`config.mk`:
```
export PLATFORM = sky130hd
export DESIGN_NAME = ocm_ctrl
export DESIGN_NICKNAME = d
export VERILOG_FILES = /design/src/rtl/ocm_pkg.sv /design/src/rtl/ocm_ctrl.sv
export SDC_FILE = /design/constraint.sdc
export NUM_CORES = 1
export LEC_CHECK = 0
export BUFFER_PORTS_ARGS = -buffer_cell sky130_fd_sc_hd__buf_2
export CAP_MARGIN = 40
export CORE_AREA = 4 4 41 43
export DETAILED_ROUTE_END_ITERATION = 7
export DIE_AREA = 0 0 45 47
export PLACE_DENSITY = 0.41
export SETUP_SLACK_MARGIN = 0.3
export SYNTH_ARGS = -nofsm -noshare
export SYNTH_HDL_FRONTEND = slang
export SYNTH_SLANG_ARGS = --single-unit
```
`constraint.sdc`:
```
create_clock -name i_clk -period 1.2 [get_ports i_clk]
set_clock_uncertainty 0.15 [all_clocks]
set_input_delay 0.24 -clock i_clk [delete_from_list [all_inputs] [get_ports i_clk]]
set_output_delay 0.24 -clock i_clk [all_outputs]
set_load 0.02 [all_outputs]
```
`src/rtl/ocm_pkg.sv`:
```
// Shared types, constants and codes for the counting occupancy cell map.
`timescale 1ns / 1ps

package ocm_pkg;

    // Table geometry and count width
    localparam int unsigned CELLS      = 65536;
    localparam int unsigned COUNT_BITS = 16;
    localparam int unsigned ADDR_BITS  = (CELLS > 1) ? $clog2(CELLS) : 1;
    localparam int unsigned WORD_BITS  = 2 * COUNT_BITS;

    // Ratio threshold in 1/256 units
    localparam int unsigned THR_BITS   = 9;
    localparam int unsigned THR_RESET  = 64;
    localparam int unsigned FRAC_BITS  = 8;
    localparam int unsigned PROD_BITS  = THR_BITS + COUNT_BITS;

    localparam logic [COUNT_BITS-1:0] COUNT_MAX = '1;

    // Operation codes
    localparam logic [1:0] FUNC_FREE  = 2'd0;
    localparam logic [1:0] FUNC_OCC   = 2'd1;
    localparam logic [1:0] FUNC_CLEAR = 2'd2;
    localparam logic [1:0] FUNC_QUERY = 2'd3;

    typedef struct packed {
        logic [1:0]  func;
        logic [15:0] cell_index;
    } t_in_item;

    typedef struct packed {
        logic        changed;
        logic        is_free;
        logic        is_occupied;
        logic        is_unknown;
        logic [15:0] hit_count;
        logic [15:0] visit_count;
    } t_out_item;

    // Controller to datapath
    typedef struct packed {
        logic load_item;
        logic rd_en;
        logic calc_en;
        logic eval_wr;
        logic clr_wr;
    } t_dp_cmd;

    // Datapath to controller
    typedef struct packed {
        logic clr_last;
    } t_dp_sts;

endpackage

```
`src/rtl/ocm_ctrl.sv`:
```
// Controller: clearing sweep, per-item sequencing and output valid.
`timescale 1ns / 1ps

module ocm_ctrl
    import ocm_pkg::*;
(
    input  logic    i_clk,
    input  logic    i_rst_n,
    input  logic    i_in_valid,
    input  logic    i_out_stall,
    input  t_dp_sts i_sts,
    output logic    o_in_stall,
    output logic    o_out_valid,
    output t_dp_cmd o_cmd
);

    localparam logic [2:0] S_CLEAR = 3'd0;
    localparam logic [2:0] S_IDLE  = 3'd1;
    localparam logic [2:0] S_READ  = 3'd2;
    localparam logic [2:0] S_CALC  = 3'd3;
    localparam logic [2:0] S_EVAL  = 3'd4;

    logic [2:0] r_state, n_state;
    logic       r_out_valid, n_out_valid;
    logic       can_load;

    // The result register is free when empty or being taken this cycle
    assign can_load = !r_out_valid || !i_out_stall;

    always_comb begin
        n_state     = r_state;
        n_out_valid = r_out_valid && i_out_stall;
        o_cmd       = '0;
        case (r_state)
            S_CLEAR: begin
                o_cmd.clr_wr = 1'b1;
                if (i_sts.clr_last) n_state = S_IDLE;
            end
            S_IDLE: begin
                if (i_in_valid) begin
                    o_cmd.load_item = 1'b1;
                    n_state         = S_READ;
                end
            end
            S_READ: begin
                o_cmd.rd_en = 1'b1;
                n_state     = S_CALC;
            end
            S_CALC: begin
                o_cmd.calc_en = 1'b1;
                n_state       = S_EVAL;
            end
            S_EVAL: begin
                // Hold until the result register can take the item
                if (can_load) begin
                    o_cmd.eval_wr = 1'b1;
                    n_out_valid   = 1'b1;
                    n_state       = S_IDLE;
                end
            end
            default: begin
                n_state = S_IDLE;
            end
        endcase
    end

    always_ff @(posedge i_clk) begin
        if (!i_rst_n) begin
            r_state     <= S_CLEAR;
            r_out_valid <= 1'b0;
        end else begin
            r_state     <= n_state;
            r_out_valid <= n_out_valid;
        end
    end

    assign o_in_stall  = (r_state != S_IDLE);
    assign o_out_valid = r_out_valid;

endmodule

```
Word-level counts from Yosys, hierarchy flattened
Index checks and enable logic that the tools add are counted.
{"block": "totals", "input_bits": 5, "reg_bits": 4, "wordCells": 29, "output_inout_bits": 7}
{"block": "classes", "eq_ne": 8, "n_mux": 13, "n_reduce_logical": 6}
{"cell": "$pmux 3 s5", "count": 1}
{"cell": "$mux 1", "count": 9}
{"cell": "$mux 3", "count": 3}
{"cell": "$eq 3x2->1 const B", "count": 2}
{"cell": "$ne 2x2->1 const B", "count": 3}
{"cell": "$eq 3x1->1 const B", "count": 1}
{"cell": "$eq 3x3->1 const B", "count": 1}
{"cell": "$logic_not 3->1", "count": 1}
{"cell": "$ne 3x1->1 const B", "count": 1}
{"cell": "$reduce_and 3->1", "count": 1}
{"cell": "$logic_not 1->1", "count": 2}
{"cell": "$logic_and 1x1->1", "count": 1}
{"cell": "$logic_or 1x1->1", "count": 1}

Depth between registers and ports, before layout
{"block": "logic_depth", "ltp_word": 4, "depth_mapped": 4, "depth_no_buf": 3}

Least setup slack after synthesis
No wires, ideal clock.
{"block": "synth_path", "path_type": "register to output", "start": "register r_state[0]", "end": "output port o_cmd[4] in the netlist's numbering", "required_time_ns": 0.810, "n_path_buf": 1, "t_arrival_ns": 0.980, "stages_incl_launch_ff": 4, "slack_ns": -0.170, "cell_sequence": "dfxtp_1 > buf_6 > nand3_1 > nor2_1"}
{"element": "from (decl)", "line": "ocm_ctrl.sv:23", "source": "logic [2:0] r_state, n_state;"}
{"element": "from (signal assigned)", "line": "ocm_ctrl.sv:72", "source": "r_state <= n_state;"}
{"element": "to (decl)", "line": "ocm_ctrl.sv:14", "source": "output t_dp_cmd o_cmd"}

==> results_dict.tcl <==
set metrics [dict create \
    status "finished with violations" \
    violations "setup timing" \
    cpLargestDelayFamily "flip-flops" \
    last_weighted_congestion_value_of_the_routability_driven_placer 0.716 \
    first_global_vias 243 \
    arrival_time_of_data_at_the_critical_path_endpoint_ns 1.02 \
    dieArea_um2 2120 \
    grt_max_degree 9 \
    power_frac_seq_pct 35.2 \
    tritoncts "done" \
    complex_gate_fraction_of_the_synthesized_area_pct 22.7 \
    setup.worst_path.class "reg2out" \
    port_buffers 11 \
    synth_adder_area_share_pct 0 \
    wl_per_cell_um 9.43 \
    initialDrtViolationCount 1 \
    synth.ff_latch_count 4 \
    routed_via_density 4.19 \
    max_stage_delay_ns 0.36 \
    cts_num_sinks 4 \
    hold-worst-slack_ns 0.109 \
    synth-simple-area-share_pct 27.9 \
    ys_types 15 \
    r2r.worst_path.cells 4 \
    muxShareOfSynthArea_pct 0 \
    start_kind "register" \
    synthCells 27 \
    worst_hold_startpoint "i_rst_n" \
    max_cap_violations 0 \
    antenna-diode-count 0 \
    dp.cells 55 \
    setup_repair_after_global_routing_missed_its_margin "yes" \
    io_pins 12 \
    dpl_worst_slack_ns -0.0973 \
    r2r_setup_slack_ns 0.08 \
    startpoint "r_state[1]$_SDFFE_PN0P_" \
    timing_hold_violations_final 0 \
    master_of_the_slowest_instance_on_the_critical_path "sky130_fd_sc_hd__dfxtp_4" \
    wire_length_of_the_first_global_routing_pass_um 986 \
    buffers_inverters_on_critical_path 1 \
    detailed_place.area_um2 367 \
    final-setup-viol-count 6 \
    final_max_slew_viol_count 0 \
    combinationalPowerShare_pct 26.7 \
    setup.worst_path.end_class "output port" \
    critical_path.endpoint "o_cmd[1]" \
    final.setup.worst_slack_ns -0.213 \
    num_rows 13 \
    layout-drive-gt1-share_pct 72.1 \
    dr.pass1.iters 2 \
    filler_cell_count 148 \
    clockBufferDepth 2 \
    ys.warnings.count 0 \
    global_route.usage.total_pct 6.88 \
    ratio_of_final_minimum_period_to_clock_period_pct 118 \
    cell_internal_pwr_uw 310 \
    antenna_found_initial 0 \
    synth_xor_xnor_area_share_pct 0 \
    total_switching_power_uw 130 \
    worstSetupPathDepth 4 \
    post_route_total_power_uw 440 \
    numCtsBuffers 3 \
    worstHoldPathType "in2reg" \
    htree_levels 1 \
    synth_fp_nets 32 \
    remaining_drc_errors 0 \
    finish.instance_area_um2 433 \
    core_area_um2 1300 \
    regToRegEndpoint "r_state[1]$_SDFFE_PN0P_" \
    crit_chain "nor2_4 > nand2_2 > a21oi_4 > buf_6" \
    vias 243 \
    shortest_clock_period_the_worst_path_allows_after_layout_ns 1.41 \
    final_util_pct 33.3 \
    path_max_fanout 7 \
    cts.root.buffer_cell "sky130_fd_sc_hd__clkbuf_4" \
    buffers_inserted_during_post_cts_setup_optimization 0 \
    clkTransAtPathRegs_ns 0.04 \
    holdBufCountCts 0 \
    p_leak_nw 0.185 \
    worstPathRequired_ns 0.81 \
    die_w_um 45 \
    max_slew_margin_pct 88.7 \
    setup_total_negative_slack_ns -1.09 \
    detail-route-antenna-nets 0 \
    synth_area_um2 215 \
    areaGrowthSynthToFinish_pct 101 \
    clock_insertion_delay_at_the_later_pin_of_the_skew_report_ns 0.23 \
    switching_share_pct 29.5 \
    power.clock.fraction_pct 38.1 \
    r2r-start "r_state[0]$_SDFFE_PN0P_" \
    fin_cells 58 \
    timing_worst_slew_pin_value_ns 0.167 \
    dominant_combinational_cell_family_by_area_after_synthesis "simple AND/OR/NAND/NOR gates" \
    power-per-cell-area_nw_per_um2 1020 \
    vdd.ir_drop.worst_v 0.000739 \
    synthesis.area_per_instance_um2 7.97 \
    totalWireLength_um 547 \
    ys_seq_area_share_pct 37.2 \
    fin_nets 50 \
    grt.overflow.total 0 \
    floorplan.initialDensity_pct 16.5 \
    fp.dieH_um 47 \
    fmaxAchievable_ghz 0.708 \
]
==> area by class of cell <==
cell class	count	area, um2	area share [%]
Clock buffer	3	22.5	5.20
Inverter	4	15.0	3.47
Multi-Input combinational cell	18	170	39.3
Tap cell	15	18.8	4.34
Timing Repair Buffer	14	111	25.7
Sequential cell	4	95.1	22.0
==> worst min-delay path by stage <==
stage,cells past startpoint,slack [ns],endpoint
after global placement,2,0.34,o_out_valid$_SDFF_PN0_
after CTS,2,0.11,r_state[0]$_SDFFE_PN0P_
after floorplan,2,0.22,o_out_valid$_SDFF_PN0_
after global routing,2,0.10,r_state[0]$_SDFFE_PN0P_
after detailed placement,2,0.35,o_out_valid$_SDFF_PN0_
final,2,0.11,r_state[0]$_SDFFE_PN0P_
==> sequential cells by signal, summed over array words and instances, names as in the netlist <==
name,cells
r_state,3
o_out_valid,1
==> cells in the final DEF (no fill, tap or decap) <==
cell type / n
sky130_fd_sc_hd__o31a_1: 1
sky130_fd_sc_hd__buf_2: 5
sky130_fd_sc_hd__nor2_4: 2
sky130_fd_sc_hd__a21oi_4: 1
sky130_fd_sc_hd__clkbuf_4: 3
sky130_fd_sc_hd__nand2_1: 1
sky130_fd_sc_hd__nor3_2: 1
sky130_fd_sc_hd__o21ai_0: 2
sky130_fd_sc_hd__a21boi_2: 1
sky130_fd_sc_hd__buf_4: 4
sky130_fd_sc_hd__nand3b_1: 2
sky130_fd_sc_hd__nand3_4: 1
sky130_fd_sc_hd__nand4_1: 1
sky130_fd_sc_hd__nor3_4: 1
sky130_fd_sc_hd__buf_6: 5
sky130_fd_sc_hd__o211a_1: 1
sky130_fd_sc_hd__inv_1: 2
sky130_fd_sc_hd__a21boi_1: 1
sky130_fd_sc_hd__nand2_2: 1
sky130_fd_sc_hd__dfxtp_4: 4
sky130_fd_sc_hd__and3b_1: 1
sky130_fd_sc_hd__inv_2: 2
==> synth_stat cells <==
library cell | number | area (um2)
sky130_fd_sc_hd__a21boi_0 | 2 | 15.0
sky130_fd_sc_hd__a21oi_1 | 1 | 5.00
sky130_fd_sc_hd__and3b_1 | 1 | 8.76
sky130_fd_sc_hd__buf_6 | 1 | 11.3
sky130_fd_sc_hd__dfxtp_1 | 4 | 80.1
sky130_fd_sc_hd__inv_1 | 4 | 15.0
sky130_fd_sc_hd__nand2_1 | 2 | 7.51
sky130_fd_sc_hd__nand3_1 | 1 | 5.00
sky130_fd_sc_hd__nand3b_1 | 2 | 15.0
sky130_fd_sc_hd__nand4_1 | 1 | 6.26
sky130_fd_sc_hd__nor2_1 | 2 | 7.51
sky130_fd_sc_hd__nor3_1 | 2 | 10.0
sky130_fd_sc_hd__o211a_1 | 1 | 10.0
sky130_fd_sc_hd__o21ai_0 | 2 | 10.0
sky130_fd_sc_hd__o31a_1 | 1 | 8.76
==> power groups by stage <==
stage / clock network [mW] / logic, mW / registers, mW
after global placement: 0 / 0.107 / 0.157
final: 0.168 / 0.117 / 0.155
after floorplan: 0 / 0.0823 / 0.148
after global routing: 0.200 / 0.127 / 0.157
after CTS: 0.175 / 0.117 / 0.154
after detailed placement: 0 / 0.107 / 0.157
==> layer usage <==
metal	global-route usage [%]	routed length, um	up-vias
met5	0	0	-
li1	-	-	126
met1	7.08	239	109
met3	7.28	58	0
met2	10.5	249	8
met4	0	0	0
==> what timing repair did <==
item                       4_1_cts  5_1_grt
pin swaps                        3        2
resized for setup               13        2
hold endpoints to repair         0        0
setup endpoints to repair       11       11
==> cell families after synthesis <==
family	Yosys count
buffers and inverters	5
DFF	4
and+or+nand+nor	11
AOI/OAI and AO/OA	7
No activity file was read; power rests on OpenSTA's default activity.
